==> src/hw/rtl/itoa_pkg.sv <==
`default_nettype none
package itoa_pkg;

  localparam int unsigned VALUE_W     = 32;
  localparam int unsigned CHAR_W      = 6;
  localparam int unsigned DIGIT_W     = 4;
  localparam int unsigned MAX_DIGITS  = 10;
  localparam int unsigned DIGIT_IDX_W = $clog2(MAX_DIGITS);
  localparam int unsigned QUEUE_DEPTH = 2;
  localparam int unsigned QPTR_W      = $clog2(QUEUE_DEPTH);
  localparam int unsigned QCNT_W      = $clog2(QUEUE_DEPTH + 1);

  localparam logic [CHAR_W-1:0] CHAR_MINUS = 6'd45;
  localparam logic [CHAR_W-1:0] CHAR_ZERO  = 6'd48;

  // floor(x / 10) == (x * RECIP_TEN) >> RECIP_SHIFT for every 32-bit x
  localparam logic [VALUE_W-1:0] RECIP_TEN   = 32'hCCCC_CCCD;
  localparam int unsigned        RECIP_SHIFT = 35;
  localparam int unsigned        QUOT_W      = 2 * VALUE_W - RECIP_SHIFT;

  typedef struct packed {
    logic               negative;
    logic [VALUE_W-1:0] mag;
  } job_t;

endpackage
`default_nettype wire

==> src/hw/rtl/itoa_queue.sv <==
`default_nettype none
module itoa_queue (
  input  wire logic            clk,
  input  wire logic            rst,
  input  wire logic            push_valid,
  input  wire itoa_pkg::job_t  push_job,
  output logic                 push_ready,
  output logic                 pop_valid,
  output itoa_pkg::job_t       pop_job,
  input  wire logic            pop_ready
);
  import itoa_pkg::*;

  job_t              entries [QUEUE_DEPTH];
  logic [QPTR_W-1:0] wr_ptr;
  logic [QPTR_W-1:0] rd_ptr;
  logic [QCNT_W-1:0] count;
  logic              do_push;
  logic              do_pop;

  assign push_ready = (count != QCNT_W'(QUEUE_DEPTH));
  assign pop_valid  = (count != '0);
  assign pop_job    = entries[rd_ptr];
  assign do_push    = push_valid && push_ready;
  assign do_pop     = pop_valid && pop_ready;

  always_ff @(posedge clk) begin
    if (rst) begin
      wr_ptr <= '0;
      rd_ptr <= '0;
      count  <= '0;
    end else begin
      if (do_push) begin
        wr_ptr <= (wr_ptr == QPTR_W'(QUEUE_DEPTH - 1)) ? '0 : wr_ptr + QPTR_W'(1);
      end
      if (do_pop) begin
        rd_ptr <= (rd_ptr == QPTR_W'(QUEUE_DEPTH - 1)) ? '0 : rd_ptr + QPTR_W'(1);
      end
      if (do_push && !do_pop) begin
        count <= count + QCNT_W'(1);
      end else if (do_pop && !do_push) begin
        count <= count - QCNT_W'(1);
      end
    end
  end

  always_ff @(posedge clk) begin
    if (do_push) begin
      entries[wr_ptr] <= push_job;
    end
  end

endmodule
`default_nettype wire

==> config.mk <==
export PLATFORM = sky130hd
export DESIGN_NAME = itoa_queue
export DESIGN_NICKNAME = d
export VERILOG_FILES = /design/src/hw/rtl/itoa_pkg.sv /design/src/hw/rtl/itoa_queue.sv
export SDC_FILE = /design/constraint.sdc
export NUM_CORES = 1
export LEC_CHECK = 0
export ABC_AREA = 1
export BUFFER_PORTS_ARGS = -buffer_cell sky130_fd_sc_hd__buf_4
export CAP_MARGIN = 5
export CORE_MARGIN = 8
export CORE_UTILIZATION = 56
export DETAILED_ROUTE_END_ITERATION = 10
export PLACE_DENSITY = 0.84
export RECOVER_POWER = 100
export SLEW_MARGIN = 25
export SYNTH_ARGS = -nofsm -noshare
export SYNTH_HDL_FRONTEND = slang
export SYNTH_SLANG_ARGS = --single-unit
==> constraint.sdc <==
create_clock -name clk -period 5.1 [get_ports clk]
set_input_delay 1.02 -clock clk [delete_from_list [all_inputs] [get_ports clk]]
set_output_delay 1.02 -clock clk [all_outputs]
set_load 0.05 [all_outputs]
==> results.yml <==
global_routing:
  grt.total_usage_pct: 14.3
  antenna_found_initial: 0
  groute.layer.met2.usage_pct: 27.4
  wire_length_of_the_first_global_routing_pass_um: 7950
  grt_remaining_overflow: 0
  use_met3_pct: 4.82
  grt_start_max_net_pins: 34
  globalRoute.busiestLayer: "met2"
  first_global_vias: 1654
  grt_use_met1_pct: 12.9
synthesis:
  synth_simple_gate_area_share_pct: 2.75
  postSynthAreaPerCell_sq_um: 19.8
  yosys_register_bits: 71
  syn_area_sq_mm: 0.00278
  synth_compound_gate_area_share_pct: 0.721
  synthCells: 140
  post_synth_mux_area_share_pct: 17.4
  synth_nets: 178
  synth_top_family_by_area: "multiplexers"
  yosys_warnings: 0
  synthAdderAreaFrac_pct: 0.451
  synth_sequential_area_ratio_pct: 75.0
  yosysUniqueCellTypes: 14
  post_synth_xor_area_fraction_pct: 0
timing:
  setup_tns_ns: 0
  max_freq_mhz: 285
  timing.final.crit_period_ns: 3.51
  final_min_period_over_clock_period_pct: 68.9
  finalMaxSlewViolations: 68
  fin_skew_ns: 0.00593
  tightest_slew_ns: 2.71
  setup-violations-final: 0
  final.setup.worst_slack_ns: 1.59
  finalHoldViolations: 0
  rsz_0062_raised_after_global_routing: "no"
  worst_slew_margin_rel_pct: -81.3
cts:
  cts_hold_buf: 0
  clock_tree.htree_level_count: 3
  clock-sinks: 71
  clkSlewWorstSetupHoldPaths_ns: 0.07
  cts_made_buffers: 9
  root_buffer: "sky130_fd_sc_hd__clkbuf_8"
  insertion_delay_ns: 0.33
  cts_setup_buffers: 0
  cts_tree: "yes"
  post_cts.resized_instances: 0
  ctsLongestPathBuffers: 2
floorplan:
  die_w_um: 86.4
  floorplan_die_height_um: 86.4
  std_cell_rows: 25
  die-area_sq_mm: 0.00747
  core-area_sq_mm: 0.00475
  start_util_pct: 58.4
  pin_count: 72
routing:
  route.detailed.vias_per_inst: 5.02
  drc: 0
  routed_wl_um: 5220
  via_count: 1452
  first_iter_violations: 127
  drt-wirelength-per-cell_um: 18.1
  route.antenna.remaining_nets: 0
  detailedRoute.firstPassIterationCount: 4
placement:
  place_ws_ns: 2.41
  globalplace.congestion: 0.663
  detailedPlacementHpwl_um: 3710
  placedCellCount: 274
  placement.io_buffers: 71
pwr:
  ir_worst_vdd_mv: 0.380
  pwr_density_mw_per_mm2: 573
  total_leakage_power_uw: 0.00128
  power_uw: 1950
worst_setup_path:
  critical_path_arrival_ns: 2.49
  endpoint_kind: "output port"
  classification_of_the_worst_setup_path: "reg -> out"
  worst-path-max-fanout: 33
  setup.worst_path.start_class: "flop"
  wp_data_required_ns: 4.08
job:
  timing.max_cap.violations: 2
finish:
  antenna_diode_count: 0
  fin_util_pct: 71.6
  final_cell_count_no_fill: 289
  nets: 256
  drive_above_1_share_pct: 34.2
  area_growth_syn_to_layout_pct: 22.5
worst_hold_path:
  timing.hold.worst.class: "reg -> reg"
status:
  outcome: "finished, violations left"
  violations: "capacitance limit, slew limit"
-- power by group --
part | internal, uW | total [uW] | switching, uW
Sequential | 743 | 795 | 51.9
Clock | 321 | 514 | 192
Combinational | 184 | 639 | 455
Total | 1250 | 1950 | 699
-- cells in the final DEF (no fill, tap or decap) --
master	count
sky130_fd_sc_hd__dfxtp_1	5
sky130_fd_sc_hd__inv_1	8
sky130_fd_sc_hd__clkinvlp_4	1
sky130_fd_sc_hd__bufinv_16	3
sky130_fd_sc_hd__clkinv_4	1
sky130_fd_sc_hd__clkbuf_8	9
sky130_fd_sc_hd__a21oi_1	2
sky130_fd_sc_hd__clkinv_1	1
sky130_fd_sc_hd__nor2_1	7
sky130_fd_sc_hd__clkbuf_4	27
sky130_fd_sc_hd__o21ai_0	2
sky130_fd_sc_hd__buf_4	32
sky130_fd_sc_hd__edfxtp_1	66
sky130_fd_sc_hd__mux2_2	2
sky130_fd_sc_hd__clkbuf_1	12
sky130_fd_sc_hd__nand2_1	9
sky130_fd_sc_hd__mux2_4	1
sky130_fd_sc_hd__nand4_1	1
sky130_fd_sc_hd__mux2_1	30
sky130_fd_sc_hd__nand3_1	2
sky130_fd_sc_hd__ha_1	1
-- registers in the layout, indices dropped and copies added (netlist names), named ones only --
register,flops
rd_ptr,1
wr_ptr,1
count,2
entries,66
-- path summary, 6_finish.rpt --
kind / start / endpoint / slack (ns) / depth (start not counted)
setup / recovery: flop / pop_job[13] / 1.59 / 2
hold / removal: wr_ptr / wr_ptr / 0.53 / 2
setup reg to reg: count[0] / entries[1][0] / 1.98 / 4
hold reg to reg: wr_ptr / wr_ptr / 0.53 / 2
-- metrics by stage --
stage | instance area (sq um) | hold slack [ns]
finish | 3400 | 0.525
global route | 3400 | 0.548
CTS | 3570 | 0.554
detailed placement | 3340 | 0.544
global placement | 3340 | 0.481
floorplan | 2780 | 0.465
-- metal layers --
metal,vias to the layer above,routed length (um)
li1,678,-
met5,-,0
met3,10,309
met4,0,106
met2,50,2930
met1,714,1880
-- final cells by class --
cell class	count	area (sq um)
inverters	8	30.0
clock buffers	9	124
fillers	354	1350
multi-input cells	57	484
flip-flops and latches	71	2080
repair buffers	71	488
well taps	67	83.8
clock inverters	6	110
-- kinds of logic after synthesis --
group,Yosys count
muxes,33
and+or+nand+nor,19
adders and majority gates,1
DFF,71
buffers and inverters,12
AOI/OAI and AO/OA,4
-- synthesized netlist by cell type, drive strengths merged --
library cell	n	area, sq um
a21oi	2	10.0
buf	4	71.3
nand2	9	33.8
edfxtp	66	1980
nand4	1	6.26
o21ai	2	10.0
mux2	33	484
inv	8	30.0
ha	1	12.5
dfxtp	5	100
nor2	7	26.3
nand3	2	10.0
-- critical path: stages (launching register included) --
cell and delay [ns]:
sky130_fd_sc_hd__dfxtp_1 1.30, sky130_fd_sc_hd__mux2_2 0.35, sky130_fd_sc_hd__clkbuf_1 0.50
Power figures use the tool's default switching activity.
