==> src/hw/rtl/itoa_pkg.sv <==
`default_nettype none
package itoa_pkg;

  localparam int unsigned VALUE_W     = 32;
  localparam int unsigned CHAR_W      = 6;
  localparam int unsigned DIGIT_W     = 4;
  localparam int unsigned MAX_DIGITS  = 10;
  localparam int unsigned DIGIT_IDX_W = $clog2(MAX_DIGITS);
  localparam int unsigned QUEUE_DEPTH = 2;
  localparam int unsigned QPTR_W      = $clog2(QUEUE_DEPTH);
  localparam int unsigned QCNT_W      = $clog2(QUEUE_DEPTH + 1);

  localparam logic [CHAR_W-1:0] CHAR_MINUS = 6'd45;
  localparam logic [CHAR_W-1:0] CHAR_ZERO  = 6'd48;

  // floor(x / 10) == (x * RECIP_TEN) >> RECIP_SHIFT for every 32-bit x
  localparam logic [VALUE_W-1:0] RECIP_TEN   = 32'hCCCC_CCCD;
  localparam int unsigned        RECIP_SHIFT = 35;
  localparam int unsigned        QUOT_W      = 2 * VALUE_W - RECIP_SHIFT;

  typedef struct packed {
    logic               negative;
    logic [VALUE_W-1:0] mag;
  } job_t;

endpackage
`default_nettype wire

==> src/hw/rtl/itoa_in_if.sv <==
`default_nettype none
interface itoa_in_if;
  logic               valid;
  logic               ready;
  logic signed [31:0] value;

  modport source (output valid, output value, input ready);
  modport sink   (input valid, input value, output ready);
endinterface
`default_nettype wire

==> src/hw/rtl/itoa_front.sv <==
`default_nettype none
module itoa_front (
  input  wire logic        clk,
  input  wire logic        rst,
  itoa_in_if.sink          in_ch,
  output logic             job_valid,
  output itoa_pkg::job_t   job,
  input  wire logic        job_ready
);
  import itoa_pkg::*;

  logic [VALUE_W-1:0] raw;
  logic               raw_neg;
  logic [VALUE_W-1:0] raw_mag;

  assign raw     = in_ch.value;
  assign raw_neg = raw[VALUE_W-1];
  // two's complement negate; the most negative value maps onto 2^31 as unsigned
  assign raw_mag = raw_neg ? (~raw + VALUE_W'(1)) : raw;

  assign in_ch.ready = !job_valid || job_ready;

  always_ff @(posedge clk) begin
    if (rst) begin
      job_valid <= 1'b0;
    end else if (in_ch.ready) begin
      job_valid <= in_ch.valid;
    end
  end

  always_ff @(posedge clk) begin
    if (in_ch.valid && in_ch.ready) begin
      job.negative <= raw_neg;
      job.mag      <= raw_mag;
    end
  end

endmodule
`default_nettype wire

==> src/flat_wrapper.sv <==
// flat-port wrapper written by rule: the top's interface ports become plain ports
module itoa_front_flat import itoa_pkg::*;
  (clk, rst, job_valid, job, job_ready, in_ch_valid, in_ch_value, in_ch_ready);
  itoa_in_if in_ch_i ();
  input  wire logic clk;
  input  wire logic rst;
  output logic job_valid;
  output itoa_pkg::job_t job;
  input  wire logic job_ready;
  input wire logic [$bits(in_ch_i.valid)-1:0] in_ch_valid;
  input wire logic [$bits(in_ch_i.value)-1:0] in_ch_value;
  output wire logic [$bits(in_ch_i.ready)-1:0] in_ch_ready;
  assign in_ch_i.valid = in_ch_valid;
  assign in_ch_i.value = in_ch_value;
  assign in_ch_ready = in_ch_i.ready;
  itoa_front u_core (.clk(clk), .rst(rst), .in_ch(in_ch_i), .job_valid(job_valid), .job(job), .job_ready(job_ready));
endmodule
==> config.mk <==
export PLATFORM = sky130hd
export DESIGN_NAME = itoa_front_flat
export DESIGN_NICKNAME = d
export VERILOG_FILES = /design/src/hw/rtl/itoa_pkg.sv /design/src/hw/rtl/itoa_in_if.sv /design/src/hw/rtl/itoa_front.sv /design/src/flat_wrapper.sv
export SDC_FILE = /design/constraint.sdc
export NUM_CORES = 1
export LEC_CHECK = 0
export ABC_AREA = 1
export BUFFER_PORTS_ARGS = -buffer_cell sky130_fd_sc_hd__buf_4
export CAP_MARGIN = 20
export CORE_UTILIZATION = 25
export CTS_CLUSTER_DIAMETER = 150
export DETAILED_ROUTE_END_ITERATION = 12
export GPL_ROUTABILITY_DRIVEN = 0
export SLEW_MARGIN = 20
export SYNTH_ARGS = -nofsm -noshare
export SYNTH_HDL_FRONTEND = slang
export SYNTH_SLANG_ARGS = --single-unit
==> constraint.sdc <==
create_clock -name clk -period 5.8 [get_ports clk]
set_input_delay 1.16 -clock clk [delete_from_list [all_inputs] [get_ports clk]]
set_output_delay 1.16 -clock clk [all_outputs]
set_load 0.005 [all_outputs]
==> summary.txt, run 1 <==
Outcome
  • Status: finished clean

Timing
  • Max-slew violations: 0
  • Post-Route Setup TNS: 0 ns
  • Slew Limit Headroom: 60.8%
  • RSZ-0062 raised after global routing: no
  • Period utilization: 47.7%
  • Final Hold Viols: 0
  • Fmax: 361 MHz
  • Clock Skews: 0.00180 ns
  • Period minus WS final: 2.77 ns
  • Hold slack: 0.569 ns
  • Least-Margin Pin Slew: 0.587 ns
  • Final setup violation count: 0

Synth
  • Gate Count Post-Synth: 258
  • Seq cells post-synth: 34
  • Synth area leaders: edfxtp_1 (46%), nand2_1 (15%), nor2_1 (6.8%), inv_1 (3.3%), nand3_1 (3.3%)
  • Synth Area per Inst: 8.33 um^2
  • Synth Net Count: 296
  • Post-synthesis cell area: 0.00215 mm^2
  • Unique masters post-synth: 26
  • Sequential area share after synthesis: 47.0%
  • Top-area cell type share of the netlist area: 46.1%
  • Yosys warnings: 0
  • Yosys top cell by area: edfxtp_1

Clocking
  • Clock transition at path regs: 0.07 ns
  • Clock latency at the later pin of the worst-skew pair: 0.29 ns
  • Total CTS buffers: 5
  • H-tree levels: 2
  • Num Clock Sinks: 34
  • CTS tree: built
  • # Post-CTS Setup Buffers: 0
  • Hold-fix buffers, CTS: 0
  • Clk buf depth: 2
  • CTS root buf: clkbuf_8
  • Post-CTS resize count: 0

Final layout
  • Area Overhead vs Synth: 36.1%
  • Diodes inserted: 0
  • Layout cells sized above 1: 33.8%
  • Final instance area: 0.00293 mm^2
  • Nets: 371
  • Sequential standard cell area: 0.00101 mm^2
  • Area of the multi-input gates: 0.00104 mm^2
  • Filler Cell Count: 880
  • Final core occ: 35.4%

Floorplan
  • Die Span X: 94.7 um
  • Core area: 0.00826 mm^2
  • Die height: 94.7 um
  • Io pins: 71
  • Rows: 33
  • Initial core utilization: 26.0%
  • Die ar.: 0.00897 mm^2

Global routing
  • First-pass GRT wire length: 8.40 mm
  • Largest net degree at the start of global routing: 34
  • GRT Util Overall: 12.6%
  • Grt ovf: 0
  • Vias in the first global route: 1,835
  • Antenna violations before repair: 0

Routing
  • Post-Route WL: 5.46 mm
  • Initial DRC Count: 81
  • Via-to-Cell Ratio: 4.26
  • Via count: 1,870
  • Drc violations: 0
  • Antenna Nets Post-Route: 0
  • Drt wl/cell: 12.4 um
  • Number of detailed-route iterations in the first pass: 4

Setup path
  • Crit-path max FO: 2
  • Worst EP arrival: 1.61 ns
  • WP data required: 4.64 ns
  • Critical Path Source Type: primary input
  • Crit path capture type: primary output
  • Worst setup path category: primary input to primary output
  • Reg2reg setup slack: 4.40 ns

Pwr
  • LEAKAGE: 0.00129 uW
  • Worst IR Drop VDD: 0.0751 mV
  • Cell Pwr Density: 216 mW/mm^2

Flow run
  • Max Cap Viol: 0

Worst hold path
  • Hold WC Path Type: flop to flop

Placement
  • Post-DP HPWL: 4.44 mm
  • DP Area: 0.00279 mm^2
  • PortBufs: 70
## synthesized netlist by cell type
cell type / number
edfxtp_1: 33
nor2_4: 4
o21ai_0: 2
buf_4: 1
xnor2_1: 7
nor2_2: 10
inv_2: 2
xor2_1: 6
ha_1: 2
a21oi_1: 3
inv_1: 19
nand3b_1: 3
o21ai_4: 1
xnor2_2: 2
nand3_2: 1
nand3_1: 14
nor3_1: 1
nand2_2: 10
buf_6: 2
nor2_1: 39
nand4_1: 3
nor2_8: 1
dfxtp_1: 1
o21ai_2: 2
nand2_1: 87
o21ai_1: 2
## layout make-up
type,instances,area share (%)
multi-input cells,200,35.6
flip-flops and latches,34,34.6
repair buffers,71,18.9
inverters,21,2.69
clock buffers,8,3.76
well taps,105,4.49
## sequential cells by signal, summed over array words and instances (netlist names)
register / flops
u_core.job: 33
u_core.job_valid: 1
## worst max-delay path, cell delays in order
cell     delay, ns
buf_4         0.11
inv_1         0.10
nand2_1       0.09
buf_4         0.15
## per-layer routing
layer / part of all wire (%) / GRT usage, % / wire length (um) / vias to the layer above
li1: - / - / - / 980
met1: 43 / 14.2 / 2340 / 838
met2: 49 / 21.6 / 2660 / 46
met3: 6.9 / 4.43 / 379 / 6
met4: 1.5 / 5.30 / 81 / 0
met5: 0 / 0 / 0 / -
## cells in the final DEF (no fill, tap or decap), drive strengths merged, types with 2 or more instances in the layout
cell type and n:
o21ai 7, nand3 15, nor2 54, nand4 3, clkbuf 8, nand3b 3, ha 2, a21oi 3
xnor2 9, inv 21, xor2 6, edfxtp 33, buf 71, nand2 97
## power breakdown
part,internal [uW],switching (uW),total [uW]
sequential,293,5.42,299
clock,120,86.4,206
combinational,61.2,65.7,127
## worst paths after layout
path,startpoint,depth (start not counted),endpoint
min reg2reg,u_core.job_valid$_SDFFE_PP0N_,2,u_core.job_valid$_SDFFE_PP0N_
max,job_ready,4,in_ch_ready
max reg2reg,u_core.job_valid$_SDFFE_PP0N_,2,u_core.job[31]$_SDFFCE_PN0P_
min,u_core.job_valid$_SDFFE_PP0N_,2,u_core.job_valid$_SDFFE_PP0N_
## metrics by stage
stage | cells | total power (uW) | worst slack, ns
floorplan | 258 | 362 | 2.54
global placement | 430 | 427 | 3.07
detailed placement | 430 | 430 | 3.04
CTS | 438 | 638 | 3.04
global route | 439 | 664 | 3.01
finish | 439 | 632 | 3.03
## kinds of logic after synthesis
kind of cell               after synthesis  share of synthesized area [%]
AOI/OAI and AO/OA                       10                           3.20
xor gates and xnor gates                15                           6.81
adders and majority gates                2                           1.16
buffers and inverters                   24                           5.06
DFF                                     34                           47.0
and+or+nand+nor                        173                           36.7
(Power assumes the default switching activity.)
==> inputs of run 2 (changes only) <==
clock period = 2.8 ns   (was 5.8 ns; I/O delays follow)
==> run 2 against run 1 <==
  * Global-route usage up 0.13 points
  * Via count up 2.1%
  * Clock skew increased by 0.0066 ns
  * Clock-buffer cell count down 1
  * Worst hold slack lost 0.14 ns
  * Flip-flop and latch count unchanged
  * Sequential power up 110%
  * Routed wire length grew 2.7%
  * Cell count did not move
  * Critical path type unchanged
  * Critical endpoint unchanged
  * Largest cell class unchanged
  * Largest power group unchanged
==> summary.txt, run 2 (synthesized netlist as in run 1, its figures left out) <==
Setup path
  • Slowest-stage cell, CP: buf_4
  • RR Startpoint: u_core.job_valid$_SDFFE_PP0N_
  • Crit-path max FO: 2 (unchanged)
  • CP delay by family, top: buffers and inverters
  • Critical Path Source Type: primary input
  • Worst-path cell chain: buf_4 -> inv_1 -> nand2_1 -> buf_4
  • Crit path capture type: primary output
  • Worst EP arrival: 0.98 ns (-0.63 ns)
  • Crit-path max cell delay: 0.14 ns (about the same)
  • Worst setup path category: primary input to primary output
  • Most frequent CP cell: buf_4
  • WP data required: 2.24 ns (-2.40 ns)
  • Worst Setup SP: job_ready
  • Crit path buf inv count: 3 (unchanged)

Floorplan
  • Initial core utilization: 26.0% (unchanged)
  • Rows: 33 (unchanged)
  • Io pins: 71 (unchanged)
  • Die Span X: 94.7 um (unchanged)
  • Die height: 94.7 um (unchanged)
  • Die ar.: 0.00897 mm^2 (unchanged)
  • Core area: 0.00826 mm^2 (unchanged)

Pwr
  • Cell Pwr Density: 457 mW/mm^2 (+110%)
  • Total power: 1330 uW (+110%)
  • LEAKAGE: 0.00128 uW (-0.98%)
  • Worst IR Drop VDD: 0.165 mV (+120%)

Final layout
  • Area Overhead vs Synth: 35.0%
  • Most frequent cells in the layout: nand2_1 (87), buf_4 (71), nor2_1 (39)
  • Layout cells sized above 1: 33.2% (-0.60 points)
  • Area of the multi-input gates: 0.00104 mm^2 (unchanged)
  • Top flop regs: u_core.job x33, u_core.job_valid x1
  • Nets: 371 (unchanged)
  • Commonest non-fill, non-tap cell in the layout: nand2_1
  • Filler Cell Count: 873 (-0.80%)
  • Diodes inserted: 0 (unchanged)
  • Most flops, register: u_core.job
  • Max reg flops: 33 (unchanged)
  • Sequential standard cell area: 0.00101 mm^2 (unchanged)
  • Finished Layout Cells: 439 (unchanged)

Clocking
  • CTS tree: built
  • Hold-fix buffers, CTS: 0 (unchanged)
  • Clock latency at the later pin of the worst-skew pair: 0.29 ns (about the same)
  • H-tree levels: 2 (unchanged)
  • Clk buf depth: 2 (unchanged)
  • Num Clock Sinks: 34 (unchanged)
  • Clock transition at path regs: 0.07 ns (about the same)
  • Total CTS buffers: 5 (unchanged)
  • Post-CTS resize count: 0 (unchanged)
  • # Post-CTS Setup Buffers: 0 (unchanged)
  • CTS root buf: clkbuf_8

Timing
  • Least-Margin Pin Slew: 0.442 ns (-0.146 ns)
  • Post-Route Setup TNS: 0 ns (unchanged)
  • Final Hold Viols: 0 (unchanged)
  • Clock Skews: 0.00838 ns (+0.00658 ns)
  • Final setup violation count: 0 (unchanged)
  • Max-slew violations: 0 (unchanged)
  • Fmax: 649 MHz
  • Period minus WS final: 1.54 ns
  • Slew Limit Headroom: 70.6% (+9.8 points)
  • RSZ-0062 raised after global routing: no
  • Period utilization: 55.1%

Placement
  • PortBufs: 70 (unchanged)
  • Post-DP HPWL: 4.47 mm (+0.67%)
  • Placed Cells: 431 (+0.23%)

Global routing
  • GRT Util Overall: 12.8% (+0.13 points)
  • Largest net degree at the start of global routing: 34 (unchanged)
  • First-pass GRT wire length: 8.67 mm (+3.1%)
  • Antenna violations before repair: 0 (unchanged)
  • Grt ovf: 0 (unchanged)
  • Vias in the first global route: 1,867 (+1.7%)

Worst hold path
  • Hold WC Path Type: primary input to flop
  • Hold Crit Start: rst

Routing
  • Antenna Nets Post-Route: 0 (unchanged)
  • Drt wl/cell: 12.8 um (+2.7%)
  • Initial DRC Count: 115 (+42%)
  • Post-Route WL: 5.61 mm (+2.7%)
  • Via count: 1,910 (+2.1%)
  • Number of detailed-route iterations in the first pass: 4 (unchanged)
  • Via-to-Cell Ratio: 4.35 (+2.1%)
  • Drc violations: 0 (unchanged)

Outcome
  • Status: finished clean

Flow run
  • Max Cap Viol: 0 (unchanged)
==> run 2: cell types whose count changed in the layout (fill, tap and decap cells not counted), sizes merged <==
cell / delta
bufinv: +1
clkbuf: -1
==> run 2: area by class of cell <==
class                      count  share of cell area (%)
clock buffer                   7                    2.63
clock inverter                 1                    1.03
inverter                      21                    2.72
multi-input combinational    200                    35.9
tap                          105                    4.53
sequential                    34                    34.8
timing repair buffer          71                    18.4
==> run 2: metrics by stage <==
stage	setup WS, ns	utilization, %	hold slack (ns)	instance area (um^2)
after floorplan	0.138	-	0.507	2150
after global placement	1.00	33.8	0.518	2800
after detailed placement	0.954	33.8	0.552	2800
after CTS	1.26	35.1	0.420	2900
after global routing	1.13	35.1	0.431	2900
final	1.26	35.1	0.424	2900
==> run 2: final timing paths <==
path                                        end  slack [ns]  cells past startpoint
setup / recovery                    in_ch_ready        1.26                      4
hold / removal    u_core.job_valid$_SDFFE_PP0N_        0.42                      2
setup reg to reg       u_core.job[17]$_DFFE_PP_        1.54                      2
hold reg to reg   u_core.job_valid$_SDFFE_PP0N_        0.56                      2
==> run 2: power by group <==
group	switching, uW	internal (uW)	leakage [uW]
clock	182	266	0.0000524
sequential	11.8	608	0.000329
combinational	135	123	0.000894
total	329	997	0.00128
==> run 2: per-layer routing <==
metal,vias to the layer above,wire [um],track usage [%]
met5,-,0,0
met4,0,92,4.67
met3,10,401,3.62
met2,54,2740,22.1
met1,868,2380,14.9
li1,978,-,-
